File: config.mk
export PLATFORM = sky130hd
export DESIGN_NAME = midi_track_event_parser_flat
export DESIGN_NICKNAME = d
export VERILOG_FILES = /design/src/sv/mtp_pkg.sv /design/src/sv/mtp_in_if.sv /design/src/sv/mtp_out_if.sv /design/src/sv/mtp_front.sv /design/src/sv/mtp_queue.sv /design/src/sv/mtp_back.sv /design/src/sv/midi_track_event_parser.sv /design/src/flat_wrapper.sv
export SDC_FILE = /design/constraint.sdc
export NUM_CORES = 1
export LEC_CHECK = 0
export BUFFER_PORTS_ARGS = -buffer_cell sky130_fd_sc_hd__buf_4
export CAP_MARGIN = 20
export CORE_UTILIZATION = 28
export DETAILED_ROUTE_END_ITERATION = 8
export SLEW_MARGIN = 15
export SYNTH_ARGS = -nofsm -noshare
export SYNTH_HDL_FRONTEND = slang
export SYNTH_HIERARCHICAL = 1
export SYNTH_SLANG_ARGS = --single-unit
File: constraint.sdc
create_clock -name clk -period 17.85 [get_ports clk]
set_clock_uncertainty 0.05 [all_clocks]
set_input_delay 3.57 -clock clk [delete_from_list [all_inputs] [get_ports clk]]
set_output_delay 3.57 -clock clk [all_outputs]
set_load 0.03 [all_outputs]
File: src/sv/mtp_pkg.sv
// Shared types, codes and helpers of the MIDI track event parser.
package mtp_pkg;

  localparam int TICK_BITS_DEF = 32;
  localparam int QUEUE_DEPTH   = 2;
  localparam int QPTR_BITS     = $clog2(QUEUE_DEPTH);
  localparam int QCNT_BITS     = $clog2(QUEUE_DEPTH + 1);

  // Status bytes
  localparam logic [7:0] ST_META   = 8'hFF;
  localparam logic [7:0] ST_SYSEX  = 8'hF0;
  localparam logic [7:0] ST_ESCAPE = 8'hF7;

  // High nibbles of channel statuses
  localparam logic [3:0] HI_CHAN_BASE = 4'h8;
  localparam logic [3:0] HI_PROGRAM   = 4'hC;
  localparam logic [3:0] HI_CHANPRESS = 4'hD;
  localparam logic [3:0] HI_BEND      = 4'hE;

  // Meta event types
  localparam logic [7:0] META_TEXT       = 8'h01;
  localparam logic [7:0] META_COPYRIGHT  = 8'h02;
  localparam logic [7:0] META_NAME       = 8'h03;
  localparam logic [7:0] META_INSTRUMENT = 8'h04;
  localparam logic [7:0] META_CUE        = 8'h07;
  localparam logic [7:0] META_EOT        = 8'h2F;
  localparam logic [7:0] META_TEMPO      = 8'h51;
  localparam logic [7:0] META_TIMESIG    = 8'h58;

  localparam logic [27:0] TEMPO_LEN   = 28'd3;
  localparam logic [27:0] TIMESIG_LEN = 28'd4;
  localparam logic [13:0] BEND_CENTRE = 14'd8192;

  typedef enum logic [3:0] {
    K_NOTEOFF, K_NOTEON, K_POLYPRESS, K_CC, K_PROGRAM, K_CHANPRESS, K_BEND,
    K_TEMPO, K_TIMESIG, K_NAME, K_EOT, K_TEXT, K_UNKNOWN, K_SYSEX,
    K_PAYLOAD, K_ERROR
  } kind_t;

  typedef enum logic [2:0] {
    E_TRUNC, E_NO_RUNNING, E_BAD_STATUS, E_TEMPO_LEN, E_TIMESIG_LEN, E_LONG_VLQ
  } err_t;

  // One result without its tick
  typedef struct packed {
    kind_t              kind;
    logic [3:0]         channel;
    logic [7:0]         data_first;
    logic [7:0]         data_second;
    logic signed [13:0] bend_value;
    logic [31:0]        word_value;
    logic               payload_last;
  } res_t;

  // Everything one input byte causes: an optional result, then an optional error
  typedef struct packed {
    logic        has_res;
    logic        has_err;
    err_t        err_code;
    logic [31:0] tick;
    res_t        res;
  } rec_t;

  function automatic kind_t meta_class(input logic [7:0] t);
    kind_t k;
    unique case (t) inside
      META_TEMPO:                                 k = K_TEMPO;
      META_TIMESIG:                               k = K_TIMESIG;
      META_NAME:                                  k = K_NAME;
      META_EOT:                                   k = K_EOT;
      META_TEXT, META_COPYRIGHT, [META_INSTRUMENT:META_CUE]: k = K_TEXT;
      default:                                    k = K_UNKNOWN;
    endcase
    return k;
  endfunction

endpackage

File: src/sv/mtp_in_if.sv
// Input byte channel of the MIDI track event parser.
interface mtp_in_if;
  logic       valid;
  logic       ready;
  logic [7:0] in_byte;
  logic       chunk_end;

  modport source (output valid, in_byte, chunk_end, input ready);
  modport sink   (input valid, in_byte, chunk_end, output ready);
endinterface

File: src/sv/mtp_out_if.sv
// Result channel of the MIDI track event parser.
interface mtp_out_if;
  import mtp_pkg::*;

  logic               valid;
  logic               ready;
  kind_t              kind;
  logic [31:0]        tick;
  logic [3:0]         channel;
  logic [7:0]         data_first;
  logic [7:0]         data_second;
  logic signed [13:0] bend_value;
  logic [31:0]        word_value;
  logic               payload_last;
  err_t               error_code;
  logic               run_last;

  modport source (output valid, kind, tick, channel, data_first, data_second, bend_value,
                  word_value, payload_last, error_code, run_last, input ready);
  modport sink   (input valid, kind, tick, channel, data_first, data_second, bend_value,
                  word_value, payload_last, error_code, run_last, output ready);
endinterface

File: src/sv/mtp_front.sv
// Parser front end: takes track bytes, keeps parse state, builds one record per byte.
module mtp_front #(
  parameter int TICK_BITS = mtp_pkg::TICK_BITS_DEF
) (
  input  logic          clk,
  input  logic          rst,
  mtp_in_if.sink        in_ch,
  input  logic          q_full,
  output logic          push,
  output mtp_pkg::rec_t rec
);
  import mtp_pkg::*;

  typedef enum logic [3:0] {
    PH_DELTA, PH_STATUS, PH_DATA1, PH_DATA2, PH_MTYPE, PH_MLEN, PH_XLEN, PH_BODY,
    PH_DISCARD
  } phase_t;

  phase_t                 phase, phase_next;
  logic [TICK_BITS-1:0]   abs_tick, abs_tick_next, tick_upd;
  logic [27:0]            vlq_acc, vlq_acc_next;
  logic [2:0]             vlq_cnt, vlq_cnt_next;
  logic [7:0]             run_status, run_status_next;
  logic [7:0]             cur_status, cur_status_next;
  logic [7:0]             held, held_next;
  logic [7:0]             meta_kind, meta_kind_next;
  logic [27:0]            bytes_rem, bytes_rem_next;
  logic [31:0]            pay_shift, pay_shift_next;

  logic [7:0]             b;
  logic                   take;
  logic [27:0]            vlq_new;
  logic [2:0]             vlq_cnt_inc;
  logic                   vlq_long;
  logic [TICK_BITS+31:0]  tick_ext;
  logic                   do_data;
  logic [7:0]             data_status;
  logic                   emit_ch;
  logic [7:0]             ch_status, ch_d1, ch_d2;
  logic                   do_body_start;
  logic                   is_sysex;
  kind_t                  mk;
  kind_t                  body_kind;
  logic [27:0]            rem_dec;
  logic [31:0]            shift_in;
  logic [13:0]            bend_raw;

  assign b           = in_ch.in_byte;
  assign take        = in_ch.valid && in_ch.ready;
  assign in_ch.ready = !q_full;
  assign push        = take && (rec.has_res || rec.has_err);

  assign vlq_new     = {vlq_acc[20:0], b[6:0]};
  assign vlq_cnt_inc = vlq_cnt + 3'd1;
  assign vlq_long    = b[7] && (vlq_cnt_inc >= 3'd4);
  assign mk          = meta_class(meta_kind);
  assign body_kind   = (cur_status == ST_META) ? mk : K_SYSEX;
  assign rem_dec     = bytes_rem - 28'd1;
  assign shift_in    = {pay_shift[23:0], b};
  assign tick_ext    = {32'd0, tick_upd};

  always_comb begin
    phase_next      = phase;
    abs_tick_next   = abs_tick;
    vlq_acc_next    = vlq_acc;
    vlq_cnt_next    = vlq_cnt;
    run_status_next = run_status;
    cur_status_next = cur_status;
    held_next       = held;
    meta_kind_next  = meta_kind;
    bytes_rem_next  = bytes_rem;
    pay_shift_next  = pay_shift;
    tick_upd        = abs_tick;
    rec             = '0;
    do_data         = 1'b0;
    data_status     = cur_status;
    emit_ch         = 1'b0;
    ch_status       = cur_status;
    ch_d1           = b;
    ch_d2           = '0;
    do_body_start   = 1'b0;
    is_sysex        = 1'b0;
    bend_raw        = '0;

    unique case (phase)
      PH_DELTA: begin
        vlq_acc_next = vlq_new;
        vlq_cnt_next = vlq_cnt_inc;
        if (vlq_long) begin
          rec.has_err  = 1'b1;
          rec.err_code = E_LONG_VLQ;
        end else if (!b[7]) begin
          tick_upd      = abs_tick + TICK_BITS'(vlq_new);
          abs_tick_next = tick_upd;
          vlq_acc_next  = '0;
          vlq_cnt_next  = '0;
          phase_next    = PH_STATUS;
          rec.has_err   = in_ch.chunk_end;
        end else begin
          rec.has_err = in_ch.chunk_end;
        end
      end
      PH_STATUS: begin
        if (b[7]) begin
          cur_status_next = b;
          if (b < ST_SYSEX) begin
            run_status_next = b;
            phase_next      = PH_DATA1;
            rec.has_err     = in_ch.chunk_end;
          end else if (b == ST_META) begin
            phase_next  = PH_MTYPE;
            rec.has_err = in_ch.chunk_end;
          end else if (b == ST_SYSEX || b == ST_ESCAPE) begin
            vlq_acc_next = '0;
            vlq_cnt_next = '0;
            phase_next   = PH_XLEN;
            rec.has_err  = in_ch.chunk_end;
          end else begin
            rec.has_err  = 1'b1;
            rec.err_code = E_BAD_STATUS;
          end
        end else if (run_status == '0) begin
          rec.has_err  = 1'b1;
          rec.err_code = E_NO_RUNNING;
        end else begin
          cur_status_next = run_status;
          data_status     = run_status;
          do_data         = 1'b1;
        end
      end
      PH_DATA1: begin
        do_data = 1'b1;
      end
      PH_DATA2: begin
        emit_ch = 1'b1;
        ch_d1   = held;
        ch_d2   = b;
      end
      PH_MTYPE: begin
        meta_kind_next = b;
        vlq_acc_next   = '0;
        vlq_cnt_next   = '0;
        phase_next     = PH_MLEN;
        rec.has_err    = in_ch.chunk_end;
      end
      PH_MLEN, PH_XLEN: begin
        vlq_acc_next = vlq_new;
        vlq_cnt_next = vlq_cnt_inc;
        if (vlq_long) begin
          rec.has_err  = 1'b1;
          rec.err_code = E_LONG_VLQ;
        end else if (!b[7]) begin
          vlq_acc_next  = '0;
          vlq_cnt_next  = '0;
          do_body_start = 1'b1;
          is_sysex      = (phase == PH_XLEN);
        end else begin
          rec.has_err = in_ch.chunk_end;
        end
      end
      PH_BODY: begin
        bytes_rem_next = rem_dec;
        if (body_kind == K_TEMPO || body_kind == K_TIMESIG) begin
          pay_shift_next = shift_in;
          if (rem_dec == '0) begin
            rec.has_res        = 1'b1;
            rec.res.kind       = body_kind;
            rec.res.word_value = shift_in;
          end
        end else begin
          rec.has_res          = 1'b1;
          rec.res.kind         = K_PAYLOAD;
          rec.res.data_first   = b;
          rec.res.payload_last = (rem_dec == '0);
        end
        if (rem_dec == '0) begin
          phase_next = PH_DELTA;
        end else begin
          rec.has_err = in_ch.chunk_end;
        end
      end
      default: begin
        // discard until chunk end
      end
    endcase

    // Length complete: open the body and give the sysex or meta result, or fail on a cut-off body or a bad fixed length
    if (do_body_start) begin
      bytes_rem_next = vlq_new;
      pay_shift_next = '0;
      phase_next     = (vlq_new != '0) ? PH_BODY : PH_DELTA;
      if (vlq_new != '0 && in_ch.chunk_end) begin
        rec.has_err = 1'b1;
      end else if (is_sysex) begin
        rec.has_res            = 1'b1;
        rec.res.kind           = K_SYSEX;
        rec.res.data_first     = cur_status;
        rec.res.word_value     = {4'd0, vlq_new};
      end else if (mk == K_TEMPO && vlq_new != TEMPO_LEN) begin
        rec.has_err  = 1'b1;
        rec.err_code = E_TEMPO_LEN;
      end else if (mk == K_TIMESIG && vlq_new != TIMESIG_LEN) begin
        rec.has_err  = 1'b1;
        rec.err_code = E_TIMESIG_LEN;
      end else if (mk != K_TEMPO && mk != K_TIMESIG) begin
        rec.has_res        = 1'b1;
        rec.res.kind       = mk;
        rec.res.data_first = meta_kind;
        rec.res.word_value = {4'd0, vlq_new};
      end
    end

    // First data byte: one-byte messages complete here
    if (do_data) begin
      if (data_status[7:4] == HI_PROGRAM || data_status[7:4] == HI_CHANPRESS) begin
        emit_ch   = 1'b1;
        ch_status = data_status;
      end else begin
        held_next   = b;
        phase_next  = PH_DATA2;
        rec.has_err = in_ch.chunk_end;
      end
    end

    if (emit_ch) begin
      rec.has_res         = 1'b1;
      rec.res.kind        = kind_t'(ch_status[7:4] - HI_CHAN_BASE);
      rec.res.channel     = ch_status[3:0];
      rec.res.data_first  = ch_d1;
      rec.res.data_second = ch_d2;
      if (ch_status[7:4] == HI_BEND) begin
        bend_raw           = {ch_d2[6:0], ch_d1[6:0]} - BEND_CENTRE;
        rec.res.bend_value = $signed(bend_raw);
      end
      phase_next = PH_DELTA;
    end

    if (rec.has_err) begin
      phase_next = PH_DISCARD;
    end

    rec.tick = tick_ext[31:0];

    // Chunk end restores the reset state
    if (in_ch.chunk_end) begin
      phase_next      = PH_DELTA;
      abs_tick_next   = '0;
      vlq_acc_next    = '0;
      vlq_cnt_next    = '0;
      run_status_next = '0;
      cur_status_next = '0;
      held_next       = '0;
      meta_kind_next  = '0;
      bytes_rem_next  = '0;
      pay_shift_next  = '0;
    end
  end

  always_ff @(posedge clk) begin
    if (rst) begin
      phase      <= PH_DELTA;
      abs_tick   <= '0;
      vlq_acc    <= '0;
      vlq_cnt    <= '0;
      run_status <= '0;
      cur_status <= '0;
      held       <= '0;
      meta_kind  <= '0;
      bytes_rem  <= '0;
      pay_shift  <= '0;
    end else if (take) begin
      phase      <= phase_next;
      abs_tick   <= abs_tick_next;
      vlq_acc    <= vlq_acc_next;
      vlq_cnt    <= vlq_cnt_next;
      run_status <= run_status_next;
      cur_status <= cur_status_next;
      held       <= held_next;
      meta_kind  <= meta_kind_next;
      bytes_rem  <= bytes_rem_next;
      pay_shift  <= pay_shift_next;
    end
  end

endmodule

File: src/sv/mtp_queue.sv
// Short record queue between the parser front end and the result back end.
module mtp_queue (
  input  logic          clk,
  input  logic          rst,
  input  logic          push,
  input  mtp_pkg::rec_t rec_in,
  input  logic          pop,
  output logic          full,
  output logic          q_valid,
  output mtp_pkg::rec_t rec_out
);
  import mtp_pkg::*;

  rec_t                 entries [QUEUE_DEPTH];
  logic [QPTR_BITS-1:0] wr_ptr, rd_ptr;
  logic [QCNT_BITS-1:0] count;

  assign full    = (count == QCNT_BITS'(QUEUE_DEPTH));
  assign q_valid = (count != '0);
  assign rec_out = entries[rd_ptr];

  always_ff @(posedge clk) begin
    if (push) begin
      entries[wr_ptr] <= rec_in;
    end
  end

  always_ff @(posedge clk) begin
    if (rst) begin
      wr_ptr <= '0;
      rd_ptr <= '0;
      count  <= '0;
    end else begin
      if (push) begin
        wr_ptr <= (wr_ptr == QPTR_BITS'(QUEUE_DEPTH - 1)) ? '0 : wr_ptr + QPTR_BITS'(1);
      end
      if (pop) begin
        rd_ptr <= (rd_ptr == QPTR_BITS'(QUEUE_DEPTH - 1)) ? '0 : rd_ptr + QPTR_BITS'(1);
      end
      if (push && !pop) begin
        count <= count + QCNT_BITS'(1);
      end else if (pop && !push) begin
        count <= count - QCNT_BITS'(1);
      end
    end
  end

endmodule

File: src/sv/mtp_back.sv
// Result back end: expands each queued record into one or two result items.
module mtp_back (
  input  logic          clk,
  input  logic          rst,
  input  logic          q_valid,
  input  mtp_pkg::rec_t rec,
  output logic          pop,
  mtp_out_if.source     out_ch
);
  import mtp_pkg::*;

  logic sub;
  logic show_err;
  logic last;

  assign show_err = sub || !rec.has_res;
  assign last     = sub || !(rec.has_res && rec.has_err);
  assign pop      = q_valid && out_ch.ready && last;

  assign out_ch.valid        = q_valid;
  assign out_ch.tick         = rec.tick;
  assign out_ch.kind         = show_err ? K_ERROR : rec.res.kind;
  assign out_ch.channel      = show_err ? '0 : rec.res.channel;
  assign out_ch.data_first   = show_err ? '0 : rec.res.data_first;
  assign out_ch.data_second  = show_err ? '0 : rec.res.data_second;
  assign out_ch.bend_value   = show_err ? '0 : rec.res.bend_value;
  assign out_ch.word_value   = show_err ? '0 : rec.res.word_value;
  assign out_ch.payload_last = show_err ? 1'b0 : rec.res.payload_last;
  assign out_ch.error_code   = show_err ? rec.err_code : err_t'(0);
  assign out_ch.run_last     = last;

  // Step to the trailing error once the leading result is taken
  always_ff @(posedge clk) begin
    if (rst) begin
      sub <= 1'b0;
    end else if (q_valid && out_ch.ready) begin
      sub <= !last;
    end
  end

endmodule

File: src/sv/midi_track_event_parser.sv
// Top level of the MIDI track event parser: front end, record queue, back end.
//
//   channel  | dir | payload                                          | handshake
//   ---------+-----+--------------------------------------------------+-----------
//   in_ch    | in  | in_byte, chunk_end                               | valid/ready
//   out_ch   | out | kind, tick, channel, data_first, data_second,    | valid/ready
//            |     | bend_value, word_value, payload_last,            |
//            |     | error_code, run_last                             |
//
// One byte is accepted per cycle while the record queue has room; the whole parse
// step for a byte happens in that cycle in the front end.
// Each byte yields a record of zero, one or two result items; the back end shows one
// item per cycle while the sink is ready, so a byte that gives a result and a truncation
// error shows them as two items in turn. Sustained rate is one byte per cycle while
// each byte gives at most one item and the sink is ready.
// Reset is synchronous and clears parse state and the queue at once; no clearing pass.
// A stalled sink fills the two-entry queue, then ready drops on the input side.
module midi_track_event_parser #(
  parameter int TICK_BITS = mtp_pkg::TICK_BITS_DEF
) (
  input  logic      clk,
  input  logic      rst,
  mtp_in_if.sink    in_ch,
  mtp_out_if.source out_ch
);
  import mtp_pkg::*;

  logic q_full;
  logic push;
  rec_t rec_in;
  logic pop;
  logic q_valid;
  rec_t rec_out;

  // Parse bytes into records; hold input while the queue is full
  mtp_front #(
    .TICK_BITS (TICK_BITS)
  ) u_front (
    .clk    (clk),
    .rst    (rst),
    .in_ch  (in_ch),
    .q_full (q_full),
    .push   (push),
    .rec    (rec_in)
  );

  // Decouple parsing from result delivery
  mtp_queue u_queue (
    .clk     (clk),
    .rst     (rst),
    .push    (push),
    .rec_in  (rec_in),
    .pop     (pop),
    .full    (q_full),
    .q_valid (q_valid),
    .rec_out (rec_out)
  );

  // Drain records one result item at a time
  mtp_back u_back (
    .clk     (clk),
    .rst     (rst),
    .q_valid (q_valid),
    .rec     (rec_out),
    .pop     (pop),
    .out_ch  (out_ch)
  );

`ifndef SYNTHESIS
  // An error always closes the items of its byte
  a_err_last: assert property (@(posedge clk) disable iff (rst)
    (out_ch.valid && out_ch.kind == K_ERROR) |-> out_ch.run_last)
    else $error("error item not marked as last of its byte");

  // A non-final item is followed by the truncation error at the same tick
  a_err_follows: assert property (@(posedge clk) disable iff (rst)
    (out_ch.valid && out_ch.ready && !out_ch.run_last) |=>
      (out_ch.valid && out_ch.kind == K_ERROR && out_ch.error_code == E_TRUNC &&
       out_ch.tick == $past(out_ch.tick)))
    else $error("leading item not followed by truncation error");

  // Payload-last flag only on payload items
  a_plast_kind: assert property (@(posedge clk) disable iff (rst)
    (out_ch.valid && out_ch.payload_last) |-> (out_ch.kind == K_PAYLOAD))
    else $error("payload_last on a non-payload item");

  // Front end never writes a full queue
  a_no_overflow: assert property (@(posedge clk) disable iff (rst)
    push |-> !q_full)
    else $error("record pushed into a full queue");
`endif

endmodule
File: src/flat_wrapper.sv
// flat-port wrapper written by rule: the top's interface ports become plain ports
module midi_track_event_parser_flat import mtp_pkg::*;
#(
  parameter int TICK_BITS = mtp_pkg::TICK_BITS_DEF
)
  (clk, rst, in_ch_valid, in_ch_in_byte, in_ch_chunk_end, in_ch_ready, out_ch_valid, out_ch_kind, out_ch_tick, out_ch_channel, out_ch_data_first, out_ch_data_second, out_ch_bend_value, out_ch_word_value, out_ch_payload_last, out_ch_error_code, out_ch_run_last, out_ch_ready);
  mtp_in_if in_ch_i ();
  mtp_out_if out_ch_i ();
  input  logic clk;
  input  logic rst;
  input wire logic [$bits(in_ch_i.valid)-1:0] in_ch_valid;
  input wire logic [$bits(in_ch_i.in_byte)-1:0] in_ch_in_byte;
  input wire logic [$bits(in_ch_i.chunk_end)-1:0] in_ch_chunk_end;
  output wire logic [$bits(in_ch_i.ready)-1:0] in_ch_ready;
  output wire logic [$bits(out_ch_i.valid)-1:0] out_ch_valid;
  output wire logic [$bits(out_ch_i.kind)-1:0] out_ch_kind;
  output wire logic [$bits(out_ch_i.tick)-1:0] out_ch_tick;
  output wire logic [$bits(out_ch_i.channel)-1:0] out_ch_channel;
  output wire logic [$bits(out_ch_i.data_first)-1:0] out_ch_data_first;
  output wire logic [$bits(out_ch_i.data_second)-1:0] out_ch_data_second;
  output wire logic [$bits(out_ch_i.bend_value)-1:0] out_ch_bend_value;
  output wire logic [$bits(out_ch_i.word_value)-1:0] out_ch_word_value;
  output wire logic [$bits(out_ch_i.payload_last)-1:0] out_ch_payload_last;
  output wire logic [$bits(out_ch_i.error_code)-1:0] out_ch_error_code;
  output wire logic [$bits(out_ch_i.run_last)-1:0] out_ch_run_last;
  input wire logic [$bits(out_ch_i.ready)-1:0] out_ch_ready;
  assign in_ch_i.valid = in_ch_valid;
  assign in_ch_i.in_byte = in_ch_in_byte;
  assign in_ch_i.chunk_end = in_ch_chunk_end;
  assign in_ch_ready = in_ch_i.ready;
  assign out_ch_valid = out_ch_i.valid;
  assign out_ch_kind = out_ch_i.kind;
  assign out_ch_tick = out_ch_i.tick;
  assign out_ch_channel = out_ch_i.channel;
  assign out_ch_data_first = out_ch_i.data_first;
  assign out_ch_data_second = out_ch_i.data_second;
  assign out_ch_bend_value = out_ch_i.bend_value;
  assign out_ch_word_value = out_ch_i.word_value;
  assign out_ch_payload_last = out_ch_i.payload_last;
  assign out_ch_error_code = out_ch_i.error_code;
  assign out_ch_run_last = out_ch_i.run_last;
  assign out_ch_i.ready = out_ch_ready;
  midi_track_event_parser #(.TICK_BITS(TICK_BITS)) u_core (.clk(clk), .rst(rst), .in_ch(in_ch_i), .out_ch(out_ch_i));
endmodule
; ---- Word level (Yosys, flattened, before mapping)
; Memory sizes are Yosys's and may differ from the RTL's. A register that Yosys moved wholly into a read port is not among the register bits.
; Index checks and enable logic that the tools add are counted.
[word_totals]
reg_bits = 149
latch_bits = 0
ram_bits = 216
romBits = 0
output_inout_bits = 109
elab_cells = 263
n_memories = 1
[classes]
add_sub_neg = 9
mul = 0
div = 0
order_cmp = 4
n_eq_ne = 34
shifts = 0
muxes = 152
bitwise_logic = 0
n_reduce_logical = 49
[memory_table]
columns = memory, words, word_bits, read_ports, rd_clocked_by_memory_dff, write_ports, line_no
row1 = u_core.u_queue.entries, 2, 108, 1, 1, 1, mtp_queue.sv:14  ; rec_t entries [QUEUE_DEPTH];
[op_table]
columns = cell, n
row1 = 32-bit two-way mux, 13
row2 = 8-bit two-way mux, 29
row3 = 21-bit two-way mux, 7
row4 = 4-bit two-way mux, 30
row5 = 24-bit two-way mux, 4
row6 = 28-bit two-way mux, 3
row7 = 21-bit one-hot mux with 3 select lines, 1
row8 = 1-bit two-way mux, 38
row9 = 38-bit two-way mux, 1
row10 = 3-bit two-way mux, 11
row11 = 33-bit two-way mux, 1
row12 = 32-bit by 28-bit adder with 32-bit output, 1
row13 = "8-bit == test, second input constant", 4
row14 = 28-bit logical NOT, 1
row15 = 14-bit two-way mux, 2
row16 = "28-bit by 2-bit != test with 1-bit output, second input constant", 1
row17 = "28-bit by 3-bit != test with 1-bit output, second input constant", 1
row18 = 28-bit nonzero test, 1
row19 = "28-bit by 1-bit subtractor with 28-bit output, second input constant", 1
row20 = "4-bit by 3-bit == test with 1-bit output, second input constant", 6
row21 = "4-bit == test, second input constant", 5
row22 = 4-bit one-hot mux with 5 select lines, 1
row23 = "8-bit by 2-bit == test with 1-bit output, second input constant", 2
row24 = "8-bit by 7-bit == test with 1-bit output, second input constant", 2
row25 = other kinds (40), 82

; ---- Longest topological paths before layout
[depth]
ltp_word = 23
ltp_mapped = 14
ltp_nobuf = 14

; ---- Modules after synthesis
; Netlist, hierarchy kept.
[modules_own_cells]
columns = mod, instances, cells_per_inst, area_each_um2, seq_area_each_um2
row1 = mtp_front, 1, 1328, 9893.2, 2882.8
row2 = mtp_queue, 1, 358, 8070.2, 6586.3
row3 = mtp_back, 1, 123, 853.3, 20.0

; ---- Worst setup path after synthesis
; OpenSTA, ideal clock, no wires.
[synth_timing]
kind = input-to-reg
start = in in_ch_in_byte[5]
end = mem u_core/u_queue/entries[0][0] in the netlist's numbering, enable pin
setup_time_ns = 0.589
arrival_time_ns = 9.976
required_ns = 17.211
slack_ns = 7.235
path_stages = 9
path_buffers = 1
cell_sequence = clkbuf_1 -> nor4_1 -> nand4_1 -> o31ai_1 -> nand2_1 -> o21a_1 -> nand3_1 -> o21a_1 -> nor2b_1
[synth_lines]
columns = item, line_no
row1 = from (decl), flat_wrapper.sv:12  ; input wire logic [$bits(in_ch_i.in_byte)-1:0] in_ch_in_byte;
row2 = to (decl), mtp_queue.sv:14

==> impl_metrics.json <==
{
  "p_leak_uw": 0.00783,
  "crit_top_cell": "buf_4",
  "multi_input_area_um2": 8500,
  "fmax_ghz": 0.136,
  "wirelength_um": 53000,
  "fin_setup_tns_ns": 0,
  "place_ws_ns": 9.92,
  "worstPathRequired_ns": 17.96,
  "criticalPathCategory": "in2reg",
  "dp_cells": 2667,
  "cts_resized": 0,
  "num_io_pins": 122,
  "globalplace.congestion": 0.922,
  "setup_slack_ns": 10.50,
  "postCtsHoldBufs": 0,
  "finalCriticalPeriod_ns": 7.35,
  "path_buf_inv": 4,
  "clk_pin_slew_ns": 0.06,
  "worstSkewPairLatency_ns": 0.56,
  "via_per_inst": 5.15,
  "synth-seq-cells": 366,
  "wl_met1_um": 22700,
  "path_max_fanout": 66,
  "core_area_um2": 66100,
  "root_buffer": "clkbuf_16",
  "dr_wl_met3_um": 3040,
  "antenna_left": 0,
  "grt_usage_pct": 15.2,
  "drive_above_1_share_pct": 18.4,
  "synthArstFlopShare_pct": 0,
  "synth_edf_count": 216,
  "portBuffers": 121,
  "ys.flop_type": "edfxtp_1",
  "drt_first_pass_iters": 9,
  "r2r_setup_slack_ns": 12.73,
  "die_area_um2": 68200,
  "syn_avg_cell_area_um2": 10.4,
  "status": "finished with violations",
  "maxCapViolCount": 0,
  "holdPathEnd": "u_core/u_front/pay_shift[20]$_SDFFE_PP0P_",
  "cts_tree": "yes",
  "antenna_cells": 0,
  "cp_top_family": "buffers and inverters",
  "wl_per_cell_um": 19.4,
  "cts_buffers": 38,
  "worstPathCellList": "buf_4, nor4_1, inv_1, o31ai_1, nand2_1, o21a_1, nand3_1, o21a_1, nor2b_4, buf_4, buf_4",
  "drv_slew": 0,
  "rows": 94,
  "powerDensity_nw_per_um2": 116,
  "tightest_slew_ns": 1.09,
  "htree_levels": 2,
  "rr_startpoint": "u_core/u_front/bytes_rem[12]$_SDFFE_PP0P_",
  "die_w_um": 261,
  "grt.overflow.total": 0,
  "grt_pass1_vias": 13300,
  "final_cell_mix": "216 x edfxtp_1, 194 x nand2_1, 149 x dfxtp_1, 140 x buf_4, 138 x nor2_1",
  "nNetsFinal": 1889,
  "hp-class": "reg2reg",
  "rsz0062_at_grt": "false",
  "top_layer": "met4",
  "initial_core_util_pct": 28.5,
  "grt_first_pass_wirelength_um": 80600,
  "hold_path.startpoint": "u_core/u_front/pay_shift[20]$_SDFFE_PP0P_",
  "period_share_pct": 41.2,
  "ys_warn_count": 6,
  "syn_area_um2": 18800,
  "failed_checks": "DRC",
  "regArea_um2": 9490,
  "reg2reg_to": "u_core/u_queue/entries[0][9]$_DFFE_PP_",
  "antenna_found_initial": 0,
  "crit_path_end_kind": "flop",
  "synth_cell_types": 94,
  "finalHoldViolations": 0,
  "ir_drop_mv": 0.0563,
  "grt_max_degree": 75,
  "timing.slew.headroom_pct": 26.7,
  "ys_seq_area_share_pct": 50.4,
  "vias": 14100,
  "final_cell_count_no_fill": 2736,
  "clock-sinks": 366,
  "p_total_uw": 2490,
  "clock_path_buffers": 3,
  "drt-initial-drc-count": 1196,
  "synthCells": 1809,
  "worst_ep_arrival_time_ns": 7.46,
  "cp.depth": 11,
  "cpPeakStageDelay_ns": 0.80,
  "synth_fp_nets": 1855,
  "critPathSlowestCell": "buf_4",
  "die_h_um": 261,
  "worst_setup_path_start_kind": "input pin",
  "detailed_place_hpwl_um": 36600,
  "finalSetupViolations": 0,
  "post_cts.repair.setup_buffers": 0,
  "drc": 10,
  "areaGrowthSynthToFinish_pct": 13.8,
  "worstRegToRegCells": 11,
  "route.met2.wl_um": 26000,
  "hold_depth": 2,
  "fill_cells": 6779,
  "layout_commonest_cell": "edfxtp_1"
}
[stage by stage]
step                      instance area, µm²  util [%]  hold WS, ns
after floorplan                        18800         -        0.377
after global placement                 20200      30.5        0.392
after detailed placement               20200      30.5        0.390
after CTS                              21400      32.4        0.398
after global routing                   21400      32.4        0.416
final                                  21400      32.4        0.398
[how the worst max path moves through the flow]
stage	start	end	slack [ns]
6_report	in_ch_in_byte[1]	u_core/u_queue/entries[0][9]$_DFFE_PP_	10.50
5_1_grt	in_ch_in_byte[1]	u_core/u_queue/entries[0][9]$_DFFE_PP_	10.22
4_1_cts	in_ch_in_byte[1]	u_core/u_queue/entries[0][19]$_DFFE_PP_	10.50
3_5_place_dp	in_ch_in_byte[1]	u_core/u_queue/entries[0][20]$_DFFE_PP_	9.92
3_3_place_gp	in_ch_in_byte[1]	u_core/u_queue/entries[0][21]$_DFFE_PP_	10.0
2_1_floorplan	in_ch_in_byte[5]	u_core/u_queue/entries[0][0]$_DFFE_PP_	7.23
[cell type report]
type                            instances  share of cell area [%]
Inverter                               18                   0.315
Clock buffer                           58                    5.23
Timing Repair Buffer                  140                    4.91
Sequential cell                       366                    44.3
Clock inverter                         11                   0.502
Multi-Input combinational cell       1279                    39.7
Tap cell                              864                    5.05
[report_power, final]
group	internal, µW	total, µW	switching, µW
Clock	462	783	321
Sequential	959	1010	45.9
Combinational	271	703	432
[layer usage]
| metal | track usage, % | vias up |
|---|---|---|
| met2 | 26.2 | 454 |
| met3 | 2.78 | 87 |
| met1 | 19.3 | 6866 |
| met4 | 4.41 | 0 |
| met5 | 0 | - |
| li1 | - | 6691 |
[registers in the layout, summed over array words and instances, names as in the netlist, 2 cells and up, named ones only]
| name | flops |
|---|---|
| u_core/u_front/abs_tick | 32 |
| u_core/u_front/vlq_cnt | 3 |
| u_core/u_front/cur_status | 8 |
| u_core/u_front/bytes_rem | 28 |
| u_core/u_front/vlq_acc | 21 |
| u_core/u_front/run_status | 8 |
| u_core/u_front/meta_kind | 8 |
| u_core/u_queue/count | 2 |
| u_core/u_queue/entries | 216 |
| u_core/u_front/pay_shift | 24 |
| u_core/u_front/held | 8 |
| u_core/u_front/phase | 4 |
[synth_stat cells (34+ instances only)]
library cell / n / area share [%]
nand3_1: 60 / 1.6
and2_1: 100 / 3.3
edfxtp_1: 216 / 34
buf_4: 34 / 1.4
dfxtp_1: 150 / 16
mux2_2: 95 / 5.7
a22oi_1: 40 / 1.6
a22o_1: 34 / 1.6
a21oi_1: 111 / 3.0
nor2_1: 140 / 2.8
clkbuf_1: 81 / 1.6
o21ai_0: 67 / 1.8
nand2_1: 194 / 3.9
[cells by family (layout without fill, tap and decap cells)]
logic type      Yosys count  count (layout)  synth area share (%)
compound gates          396             396                  14.2
fa+ha+maj                34              34                  2.29
flops                   366             366                  50.4
xor+xnor                 37              37                  1.72
buf+inv                 164             227                  4.62
mux                     143             143                  8.77
simple gates            669             669                  18.0
[worst min-delay path: stages (launching register included)]
cell and delay, ns:
dfxtp_1 0.30, nand2_1 0.05, a21oi_1 0.05
No activity file was read; power rests on OpenSTA's default activity.
